==> config.mk <==
export PLATFORM = sky130hd
export DESIGN_NAME = rgb_led_matrix_row_scanner
export DESIGN_NICKNAME = d
export VERILOG_FILES = /design/src/rtl/rlms_pkg.sv /design/src/rtl/rlms_frame_mem.sv /design/src/rtl/rlms_seq.sv /design/src/rtl/rgb_led_matrix_row_scanner.sv
export VERILOG_INCLUDE_DIRS = /design/src /design/src/rtl
export SDC_FILE = /design/constraint.sdc
export NUM_CORES = 2
export LEC_CHECK = 0
export BUFFER_PORTS_ARGS = -buffer_cell sky130_fd_sc_hd__buf_2
export CAP_MARGIN = 20
export CORE_ASPECT_RATIO = 0.75
export CORE_UTILIZATION = 55
export CTS_BUF_LIST = sky130_fd_sc_hd__clkbuf_4 sky130_fd_sc_hd__clkbuf_8
export DETAILED_ROUTE_END_ITERATION = 10
export PLACE_DENSITY_LB_ADDON = 0.2
export SLEW_MARGIN = 10
export SYNTH_ARGS = -nofsm -noshare
export SYNTH_HDL_FRONTEND = slang
export SYNTH_HIERARCHICAL = 1
export SYNTH_SLANG_ARGS = --single-unit
==> constraint.sdc <==
create_clock -name aclk -period 4.5 [get_ports aclk]
set_input_delay 0.9 -clock aclk [delete_from_list [all_inputs] [get_ports aclk]]
set_output_delay 0.9 -clock aclk [all_outputs]
set_load 0.02 [all_outputs]
==> src/rtl/assert_macros.svh <==
// Assertion macros for the RTL file that checks itself.
`ifndef ASSERT_MACROS_SVH
`define ASSERT_MACROS_SVH

// Check an expression on every clock edge outside reset.
`define RLMS_ASSERT_ALWAYS(label, expr, msg) \
    label: assert property (@(posedge aclk) disable iff (!aresetn) (expr)) \
        else $error(msg);

// Check that a condition implies another one on the next clock edge.
`define RLMS_ASSERT_NEXT(label, ante, cons, msg) \
    label: assert property (@(posedge aclk) disable iff (!aresetn) (ante) |=> (cons)) \
        else $error(msg);

`endif

==> src/rtl/rlms_pkg.sv <==
// Shared types, constants and defaults of the LED matrix row scanner.
package rlms_pkg;

    localparam int ROWS_DEF          = 8;
    localparam int BYTES_PER_ROW_DEF = 24;
    localparam int BANK0_BYTES_DEF   = 18;

    localparam int HOLD_W = 16;
    localparam int GAP_W  = 8;
    localparam int CFG_W  = 16;

    localparam logic [HOLD_W-1:0] RESET_HOLD_DEF = 16'd1000;
    localparam logic [GAP_W-1:0]  LATCH_GAP_DEF  = 8'd4;

    // Configuration register indexes
    localparam logic CFG_RESET_HOLD = 1'b0;
    localparam logic CFG_LATCH_GAP  = 1'b1;

    // Input item kinds carried on tuser
    localparam logic ACT_TICK  = 1'b0;
    localparam logic ACT_WRITE = 1'b1;

    typedef enum logic [2:0] {
        PH_HOLD,
        PH_BANK0,
        PH_BANK0_LATCH,
        PH_SHIFT,
        PH_GAP
    } rlms_phase_t;

    // Pin levels of one tick, before the frame byte bit is merged in
    typedef struct packed {
        logic       reset_pin;
        logic       bank_select;
        logic       sd_one;
        logic       sd_from_mem;
        logic       clock_pulse;
        logic       latch_pulse;
        logic [7:0] row_enable;
        logic [2:0] bit_sel;
    } rlms_pins_t;

endpackage

==> src/rtl/rlms_frame_mem.sv <==
// Frame byte store with per-entry valid bits and a registered read port.
module rlms_frame_mem #(
    parameter int DEPTH  = 192,
    parameter int ADDR_W = 8
) (
    input  logic              aclk,
    input  logic              aresetn,
    input  logic              wr_en,
    input  logic [ADDR_W-1:0] wr_addr,
    input  logic [7:0]        wr_data,
    input  logic              rd_en,
    input  logic [ADDR_W-1:0] rd_addr,
    output logic [7:0]        rd_data,
    output logic              rd_valid
);

    logic [7:0]       mem [DEPTH];
    logic [DEPTH-1:0] valid_reg;
    logic [7:0]       rd_data_reg;
    logic             rd_valid_reg;

    always_ff @(posedge aclk) begin
        if (wr_en) begin
            mem[wr_addr] <= wr_data;
        end
        if (rd_en) begin
            rd_data_reg <= mem[rd_addr];
        end
    end

    // Entries never written since reset read with rd_valid low
    always_ff @(posedge aclk) begin
        if (!aresetn) begin
            valid_reg    <= '0;
            rd_valid_reg <= 1'b0;
        end else begin
            if (wr_en) begin
                valid_reg[wr_addr] <= 1'b1;
            end
            if (rd_en) begin
                rd_valid_reg <= valid_reg[rd_addr];
            end
        end
    end

    assign rd_data  = rd_data_reg;
    assign rd_valid = rd_valid_reg;

endmodule

==> src/rtl/rlms_seq.sv <==
// Tick sequencer: reset hold, bank 0 load, then the endless row scan.
module rlms_seq #(
    parameter int ROWS          = 8,
    parameter int BYTES_PER_ROW = 24,
    parameter int BANK0_BYTES   = 18,
    parameter int ADDR_W        = 8
) (
    input  logic                        aclk,
    input  logic                        aresetn,
    input  logic                        cfg_wr_en,
    input  logic                        cfg_index,
    input  logic [rlms_pkg::CFG_W-1:0]  cfg_data,
    input  logic                        step,
    output rlms_pkg::rlms_pins_t        pins,
    output logic [ADDR_W-1:0]           rd_addr
);
    import rlms_pkg::*;

    localparam int MAXB   = (BYTES_PER_ROW > BANK0_BYTES) ? BYTES_PER_ROW : BANK0_BYTES;
    localparam int BYTE_W = $clog2(MAXB);
    localparam int ROW_W  = (ROWS > 1) ? $clog2(ROWS) : 1;

    localparam logic [BYTE_W-1:0] ROW_LAST_BYTE   = BYTE_W'(BYTES_PER_ROW - 1);
    localparam logic [BYTE_W-1:0] BANK0_LAST_BYTE = BYTE_W'(BANK0_BYTES - 1);
    localparam logic [ROW_W-1:0]  LAST_ROW        = ROW_W'(ROWS - 1);

    rlms_phase_t       phase_reg, phase_next;
    logic [2:0]        bit_reg, bit_next;
    logic [BYTE_W-1:0] byte_reg, byte_next;
    logic [ROW_W-1:0]  row_reg, row_next;
    logic [HOLD_W-1:0] wait_reg, wait_next;
    logic [7:0]        drive_reg, drive_next;
    logic [HOLD_W-1:0] hold_ticks_reg;
    logic [GAP_W-1:0]  gap_ticks_reg;

    logic [2:0]        adv_bit;
    logic [BYTE_W-1:0] adv_byte;
    logic              adv_done;

    always_ff @(posedge aclk) begin
        if (!aresetn) begin
            hold_ticks_reg <= RESET_HOLD_DEF;
            gap_ticks_reg  <= LATCH_GAP_DEF;
        end else if (cfg_wr_en) begin
            case (cfg_index)
                CFG_RESET_HOLD: hold_ticks_reg <= cfg_data;
                CFG_LATCH_GAP:  gap_ticks_reg  <= cfg_data[GAP_W-1:0];
                default:        ;
            endcase
        end
    end

    always_ff @(posedge aclk) begin
        if (!aresetn) begin
            phase_reg <= PH_HOLD;
            bit_reg   <= 3'd7;
            byte_reg  <= ROW_LAST_BYTE;
            row_reg   <= '0;
            wait_reg  <= '0;
            drive_reg <= '0;
        end else if (step) begin
            phase_reg <= phase_next;
            bit_reg   <= bit_next;
            byte_reg  <= byte_next;
            row_reg   <= row_next;
            wait_reg  <= wait_next;
            drive_reg <= drive_next;
        end
    end

    // Step down one bit, MSB first; done once bit 0 of byte 0 went out
    always_comb begin
        adv_bit  = bit_reg;
        adv_byte = byte_reg;
        adv_done = 1'b0;
        if (bit_reg != 3'd0) begin
            adv_bit = bit_reg - 3'd1;
        end else begin
            adv_bit = 3'd7;
            if (byte_reg != '0) begin
                adv_byte = byte_reg - BYTE_W'(1);
            end else begin
                adv_done = 1'b1;
            end
        end
    end

    assign rd_addr = ADDR_W'(int'(row_reg) * BYTES_PER_ROW + int'(byte_reg));

    always_comb begin
        phase_next = phase_reg;
        bit_next   = bit_reg;
        byte_next  = byte_reg;
        row_next   = row_reg;
        wait_next  = wait_reg;
        drive_next = drive_reg;
        pins       = '{reset_pin: 1'b1, bank_select: 1'b1, sd_one: 1'b0,
                       sd_from_mem: 1'b0, clock_pulse: 1'b0, latch_pulse: 1'b0,
                       row_enable: 8'd0, bit_sel: bit_reg};
        case (phase_reg)
            PH_HOLD: begin
                if (wait_reg < hold_ticks_reg) begin
                    wait_next         = wait_reg + HOLD_W'(1);
                    pins.reset_pin    = 1'b0;
                end else begin
                    // First bank 0 bit goes out on this tick already
                    phase_next        = PH_BANK0;
                    byte_next         = BANK0_LAST_BYTE;
                    bit_next          = 3'd6;
                    wait_next         = '0;
                    pins.bank_select  = 1'b0;
                    pins.sd_one       = 1'b1;
                    pins.clock_pulse  = 1'b1;
                end
            end
            PH_BANK0: begin
                bit_next         = adv_bit;
                byte_next        = adv_byte;
                if (adv_done) begin
                    phase_next = PH_BANK0_LATCH;
                end
                pins.bank_select = 1'b0;
                pins.sd_one      = 1'b1;
                pins.clock_pulse = 1'b1;
            end
            PH_BANK0_LATCH: begin
                phase_next       = PH_SHIFT;
                byte_next        = ROW_LAST_BYTE;
                bit_next         = 3'd7;
                row_next         = '0;
                pins.bank_select = 1'b0;
                pins.latch_pulse = 1'b1;
            end
            PH_SHIFT: begin
                pins.sd_from_mem = 1'b1;
                pins.clock_pulse = 1'b1;
                pins.row_enable  = drive_reg;
                bit_next         = adv_bit;
                byte_next        = adv_byte;
                if (adv_done) begin
                    phase_next = PH_GAP;
                    wait_next  = '0;
                end
            end
            PH_GAP: begin
                drive_next = '0;
                if (wait_reg < HOLD_W'(gap_ticks_reg)) begin
                    wait_next = wait_reg + HOLD_W'(1);
                end else begin
                    // Latch, then enable the row just shifted
                    pins.latch_pulse = 1'b1;
                    drive_next       = 8'd1 << row_reg;
                    row_next         = (row_reg == LAST_ROW) ? '0 : row_reg + ROW_W'(1);
                    phase_next       = PH_SHIFT;
                    byte_next        = ROW_LAST_BYTE;
                    bit_next         = 3'd7;
                    wait_next        = '0;
                end
            end
            default: begin
                phase_next = PH_HOLD;
            end
        endcase
    end

endmodule

==> src/rtl/rgb_led_matrix_row_scanner.sv <==
// Top level of the RGB LED matrix row scanner: item stages, sequencer, frame store.
//
//  channel  | dir | accepted when            | payload
//  ---------+-----+--------------------------+-------------------------------------------
//  s_       | in  | s_tvalid && s_tready     | tuser = kind (tick/write), tdata = addr, data
//  m_       | out | m_tvalid && m_tready     | tdata = pin levels of one tick
//  cfg_     | in  | cfg_wr_en                | cfg_index selects hold or gap tick count
//
// One item per clock while the result side does not stall. An item sits in the input
// register, where the sequencer and the frame store port act on it; a tick then moves
// to the result register, with the frame store read data landing beside it.
// Writes give no result. The input side keeps accepting while a result waits,
// stalling only when both registers hold a tick. Reset is synchronous, active low,
// and clears the frame store at once through its valid bits.
`include "assert_macros.svh"

module rgb_led_matrix_row_scanner #(
    parameter int ROWS          = rlms_pkg::ROWS_DEF,
    parameter int BYTES_PER_ROW = rlms_pkg::BYTES_PER_ROW_DEF,
    parameter int BANK0_BYTES   = rlms_pkg::BANK0_BYTES_DEF
) (
    input  logic                        aclk,
    input  logic                        aresetn,
    // Input items
    input  logic                        s_tvalid,
    output logic                        s_tready,
    input  logic [15:0]                 s_tdata,   // [7:0] address, [15:8] data
    input  logic [0:0]                  s_tuser,   // [0] action
    // Result items
    output logic                        m_tvalid,
    input  logic                        m_tready,
    output logic [15:0]                 m_tdata,   // [0] reset_pin, [1] bank_select,
                                                   // [2] serial_data, [3] clock_pulse,
                                                   // [4] latch_pulse, [12:5] row_enable,
                                                   // [15:13] zero
    // Configuration writes
    input  logic                        cfg_wr_en,
    input  logic                        cfg_index,
    input  logic [rlms_pkg::CFG_W-1:0]  cfg_data
);
    import rlms_pkg::*;

    localparam int FRAME_BYTES = ROWS * BYTES_PER_ROW;
    localparam int ADDR_W      = $clog2(FRAME_BYTES);

    // Input register
    logic       a_valid_reg, a_valid_next;
    logic       a_action_reg;
    logic [7:0] a_addr_reg;
    logic [7:0] a_data_reg;

    // Result register
    logic       b_valid_reg, b_valid_next;
    rlms_pins_t b_pins_reg;

    logic              s_accept;
    logic              a_advance;
    logic              b_load;
    logic              mem_wr_en;
    rlms_pins_t        seq_pins;
    logic [ADDR_W-1:0] seq_rd_addr;
    logic [7:0]        mem_rd_data;
    logic              mem_rd_valid;
    logic              serial_data;

    // Move the item on unless a tick finds the result register still full
    assign a_advance = a_valid_reg && ((a_action_reg == ACT_WRITE) || !b_valid_reg || m_tready);
    assign s_tready  = !a_valid_reg || a_advance;
    assign s_accept  = s_tvalid && s_tready;
    assign b_load    = a_advance && (a_action_reg == ACT_TICK);

    // Drop writes beyond the frame
    assign mem_wr_en = a_advance && (a_action_reg == ACT_WRITE)
                       && (int'(a_addr_reg) < FRAME_BYTES);

    always_comb begin
        a_valid_next = a_valid_reg;
        if (s_accept) begin
            a_valid_next = 1'b1;
        end else if (a_advance) begin
            a_valid_next = 1'b0;
        end
    end

    always_comb begin
        b_valid_next = b_valid_reg;
        if (b_load) begin
            b_valid_next = 1'b1;
        end else if (m_tready) begin
            b_valid_next = 1'b0;
        end
    end

    always_ff @(posedge aclk) begin
        if (!aresetn) begin
            a_valid_reg <= 1'b0;
            b_valid_reg <= 1'b0;
        end else begin
            a_valid_reg <= a_valid_next;
            b_valid_reg <= b_valid_next;
        end
    end

    // Payload registers: capture on accept, hold otherwise
    always_ff @(posedge aclk) begin
        if (s_accept) begin
            a_action_reg <= s_tuser[0];
            a_addr_reg   <= s_tdata[7:0];
            a_data_reg   <= s_tdata[15:8];
        end
        if (b_load) begin
            b_pins_reg <= seq_pins;
        end
    end

    rlms_seq #(
        .ROWS          (ROWS),
        .BYTES_PER_ROW (BYTES_PER_ROW),
        .BANK0_BYTES   (BANK0_BYTES),
        .ADDR_W        (ADDR_W)
    ) u_seq (
        .aclk      (aclk),
        .aresetn   (aresetn),
        .cfg_wr_en (cfg_wr_en),
        .cfg_index (cfg_index),
        .cfg_data  (cfg_data),
        .step      (b_load),
        .pins      (seq_pins),
        .rd_addr   (seq_rd_addr)
    );

    // Read the byte for the tick entering the result register; items pass in
    // order, so an earlier write has already landed
    rlms_frame_mem #(
        .DEPTH  (FRAME_BYTES),
        .ADDR_W (ADDR_W)
    ) u_frame_mem (
        .aclk     (aclk),
        .aresetn  (aresetn),
        .wr_en    (mem_wr_en),
        .wr_addr  (ADDR_W'(a_addr_reg)),
        .wr_data  (a_data_reg),
        .rd_en    (b_load),
        .rd_addr  (seq_rd_addr),
        .rd_data  (mem_rd_data),
        .rd_valid (mem_rd_valid)
    );

    // Merge the frame bit into the registered pin levels
    assign serial_data = b_pins_reg.sd_one
                         || (b_pins_reg.sd_from_mem && mem_rd_valid
                             && mem_rd_data[b_pins_reg.bit_sel]);

    assign m_tvalid = b_valid_reg;
    assign m_tdata  = {3'b000,
                       b_pins_reg.row_enable,
                       b_pins_reg.latch_pulse,
                       b_pins_reg.clock_pulse,
                       serial_data,
                       b_pins_reg.bank_select,
                       b_pins_reg.reset_pin};

    // Checks
    `RLMS_ASSERT_ALWAYS(a_rows_onehot, !b_valid_reg || $onehot0(b_pins_reg.row_enable), "more than one row enabled")
    `RLMS_ASSERT_ALWAYS(a_latch_no_clk, !b_valid_reg || !(b_pins_reg.latch_pulse && b_pins_reg.clock_pulse), "latch and clock pulse on one tick")
    `RLMS_ASSERT_ALWAYS(a_ready_when_empty, b_valid_reg || s_tready, "input stalled with empty result register")
    `RLMS_ASSERT_NEXT(a_write_no_result, a_valid_reg && (a_action_reg == ACT_WRITE) && !b_valid_reg, !b_valid_reg, "write item produced a result")

endmodule

==> flow_metrics.env <==
export IMPL_status="finished, final reports clean"
export IMPL_reg2regPathDepth=9
export IMPL_path_class="flip-flop to flip-flop"
export IMPL_cp_required_ns=5.26
export IMPL_yosys_warnings=6
export IMPL_cts_setup_buffers=0
export IMPL_cts_buffers=289
export IMPL_viasPerCell=6.416
export IMPL_fin_worst_skew_ns=0.06504
export IMPL_drt_wl_total_um=176000
export IMPL_netlist_area_mm2=0.07122
export IMPL_path_clk_slew_ns=0.07
export IMPL_vdd_drop_max_v=0.0003407
export IMPL_grt_start_max_net_pins=193
export IMPL_startpoint_type="flip-flop"
export IMPL_drive_gt1_frac=0.2691
export IMPL_ant_nets=0
export IMPL_hp_start="s_tdata[10]"
export IMPL_core_area_mm2=0.1275
export IMPL_cts_tree="built"
export IMPL_drt_iter0_markers=4969
export IMPL_r2r_start="u_seq/row_reg[1]$_SDFFE_PN0P_"
export IMPL_rows=113
export IMPL_fmax_mhz=239.4
export IMPL_antenna_found_initial=5
export IMPL_synthArstFlopShare=0
export IMPL_regArea_mm2=0.05254
export IMPL_r2r_slack_ns=0.32
export IMPL_post_cts_resized=0
export IMPL_setup_worst_path_start="u_seq/row_reg[1]$_SDFFE_PN0P_"
export IMPL_period_share=0.9284
export IMPL_drv_slew=0
export IMPL_multi_input_area_mm2=0.01752
export IMPL_n_fill_cell=8913
export IMPL_postCtsHoldBufs=7
export IMPL_vias=37550
export IMPL_tns_ns=0
export IMPL_dp_hpwl_um=107000
export IMPL_hp_class="input pin to flip-flop"
export IMPL_drc=0
export IMPL_grt_usage=0.2714
export IMPL_ys_seq_area_frac=0.7376
export IMPL_io_buffers=53
export IMPL_endpoint_kind="flip-flop"
export IMPL_routedWlPerCell_um=30.08
export IMPL_syn_to_final_growth_pct=11.44
export IMPL_initial_utilization=0.5585
export IMPL_avgSynthCellArea_um2=19.25
export IMPL_final_cell_count_no_fill=5852
export IMPL_final_cell_mix="edfxtp_1 (1578), mux4_2 (464), clkbuf_8 (317)"
export IMPL_clock_path_buffers=4
export IMPL_h_tree_depth=5
export IMPL_clock_latency_ns=1.00
export IMPL_reg2reg_to="u_frame_mem/rd_data[5]$_DFFE_PP_"
export IMPL_die_area_mm2=0.1309
export IMPL_setup_viol=0
export IMPL_synthCells=3700
export IMPL_nets=3992
export IMPL_max_slew_margin_rel=0.1086
export IMPL_final_common_cell="edfxtp_1"
export IMPL_hold_violations=0
export IMPL_hold_path_end="a_data_reg[2]$_DFFE_PP_"
export IMPL_fin_crit_ns=4.178
export IMPL_cp_max_fo=36
export IMPL_tightest_slew_ns=1.337
export IMPL_p_leak_nw=25.94
export IMPL_cp_data_arrival_time_ns=4.93
export IMPL_overflow=0
export IMPL_yosysUniqueCellTypes=70
export IMPL_die_h_um=313.6
export IMPL_placed_cells=5335
export IMPL_grt_pass1_vias=36530
export IMPL_synth_edf_count=1578
export IMPL_gp_congestion=0.8880
export IMPL_cts_sinks=1835
export IMPL_p_per_area_mw_per_mm2=415.0
export IMPL_die_w_um=417.5
export IMPL_cap_violations=0
export IMPL_rsz0062_at_grt="false"
export IMPL_synthFlopType="edfxtp_1"
export IMPL_holdPathStages=1
export IMPL_largest_reg_flops=1536
export IMPL_grt_pass1_wl_um=254700
export IMPL_num_io_pins=57
export IMPL_drt_pass1_iter_count=8
export IMPL_cts_root_buf="clkbuf_8"
export IMPL_synth_seq_cells=1835
-- worst max-delay path by stage --
| stage | to | slack [ns] | cells past startpoint |
|---|---|---|---|
| 2_1_floorplan | u_seq/wait_reg[10]$_SDFFE_PN0P_ | 0.86 | 7 |
| 3_3_place_gp | u_frame_mem/rd_data[5]$_DFFE_PP_ | 0.46 | 9 |
| 3_5_place_dp | u_frame_mem/rd_data[5]$_DFFE_PP_ | 0.40 | 9 |
| 4_1_cts | u_frame_mem/rd_data[5]$_DFFE_PP_ | 0.37 | 9 |
| 5_1_grt | u_frame_mem/rd_data[5]$_DFFE_PP_ | 0.21 | 9 |
| 6_report | u_frame_mem/rd_data[5]$_DFFE_PP_ | 0.32 | 9 |
-- worst max-delay path: stages (launching register included) --
cell and delay, ns:
dfxtp_1 0.47, inv_1 0.14, ha_1 0.35, fa_1 1.01, nor2b_4 0.34, a22oi_1 0.26
a21oi_1 0.14, o41ai_1 0.86, o21ai_1 0.16, o21a_1 0.21
-- kinds of logic (layout without fill, tap and decap cells) --
logic type	count (synthesis)	count (layout)	synth area share
flip-flops	1835	1835	0.7376
AO/OA/AOI/OAI	549	549	0.05397
AND/OR/NAND/NOR	504	504	0.03229
multiplexers	479	479	0.1489
buffers and inverters	274	697	0.01778
adder cells (fa/ha/maj)	39	39	0.007062
XOR/XNOR	19	19	0.002337
other	1	5	0.00005265
-- synthesized netlist by cell type (all sizes together), types with 2 or more instances --
cell    instances  area (µm²)
nand3          59       295.3
mux4          464       10450
xor2           10       87.58
a21o            3       22.52
fa              2       40.04
o41ai           9       97.60
edfxtp       1578       47390
nand2b         14       87.58
or2             4       25.02
o21ai          20       100.1
clkinv          2       7.510
a311oi          2       17.52
a211oi          2       15.01
or4b            2       23.77
nor3            9       55.05
nand4b          4       35.03
a31o            2       17.52
o31ai           2       15.01
and3           12       75.07
nor2b          24       150.1
buf           118       680.7
clkbuf        118       442.9
a21oi         112       560.5
nand3b          4       30.03
a22oi         159        1194
nor2          242       910.9
nand4          16       106.4
mux2i          10       100.1
inv            36       135.1
and4            2       17.52
nand2          88       330.3
ha             37       462.9
mux2            5       56.30
o211ai         11       82.58
and2            6       37.54
o22ai           3       18.77
o21a          203        1524
dfxtp         257        5145
nor4           14       87.58
a31oi           6       37.54
xnor2           9       78.83
-- per-stage QoR --
stage	util	setup slack [ns]	power, mW	hold WS [ns]	area [µm²]
3_5_place_dp	0.5770	0.4040	19.40	0.4252	73590
6_report	0.6224	0.3223	32.93	0.08549	79370
2_1_floorplan	-	0.8640	19.16	0.4082	71230
3_3_place_gp	0.5770	0.4646	19.38	0.4266	73580
5_1_grt	0.6224	0.2082	33.91	0.05508	79370
4_1_cts	0.6218	0.3663	33.17	0.003256	79290
-- where the power goes --
group	internal [mW]	leakage, nW	switching [mW]
clock	7.58	3.00	6.31
combinational	0.101	6.67	0.429
sequential	18.5	16.3	0.0297
-- final cells by class --
cell class                 count  area share
sequential                  1835      0.6620
timing repair buffer         157     0.01728
tap                         1725     0.02719
clock buffer                 418     0.06445
multi-input combinational   1593      0.2207
clock inverter                84    0.006542
inverter                      38    0.001797
antenna                        2  0.00006306
-- metal layers --
metal / routed length, µm / GRT usage / up-vias
li1: - / - / 15530
met1: 75410 / 0.4249 / 19700
met3: 19790 / 0.06734 / 269
met5: 13 / 0 / -
met2: 76810 / 0.3803 / 2046
met4: 4012 / 0.07925 / 2
Note: power is estimated with default switching activity, not from simulation.
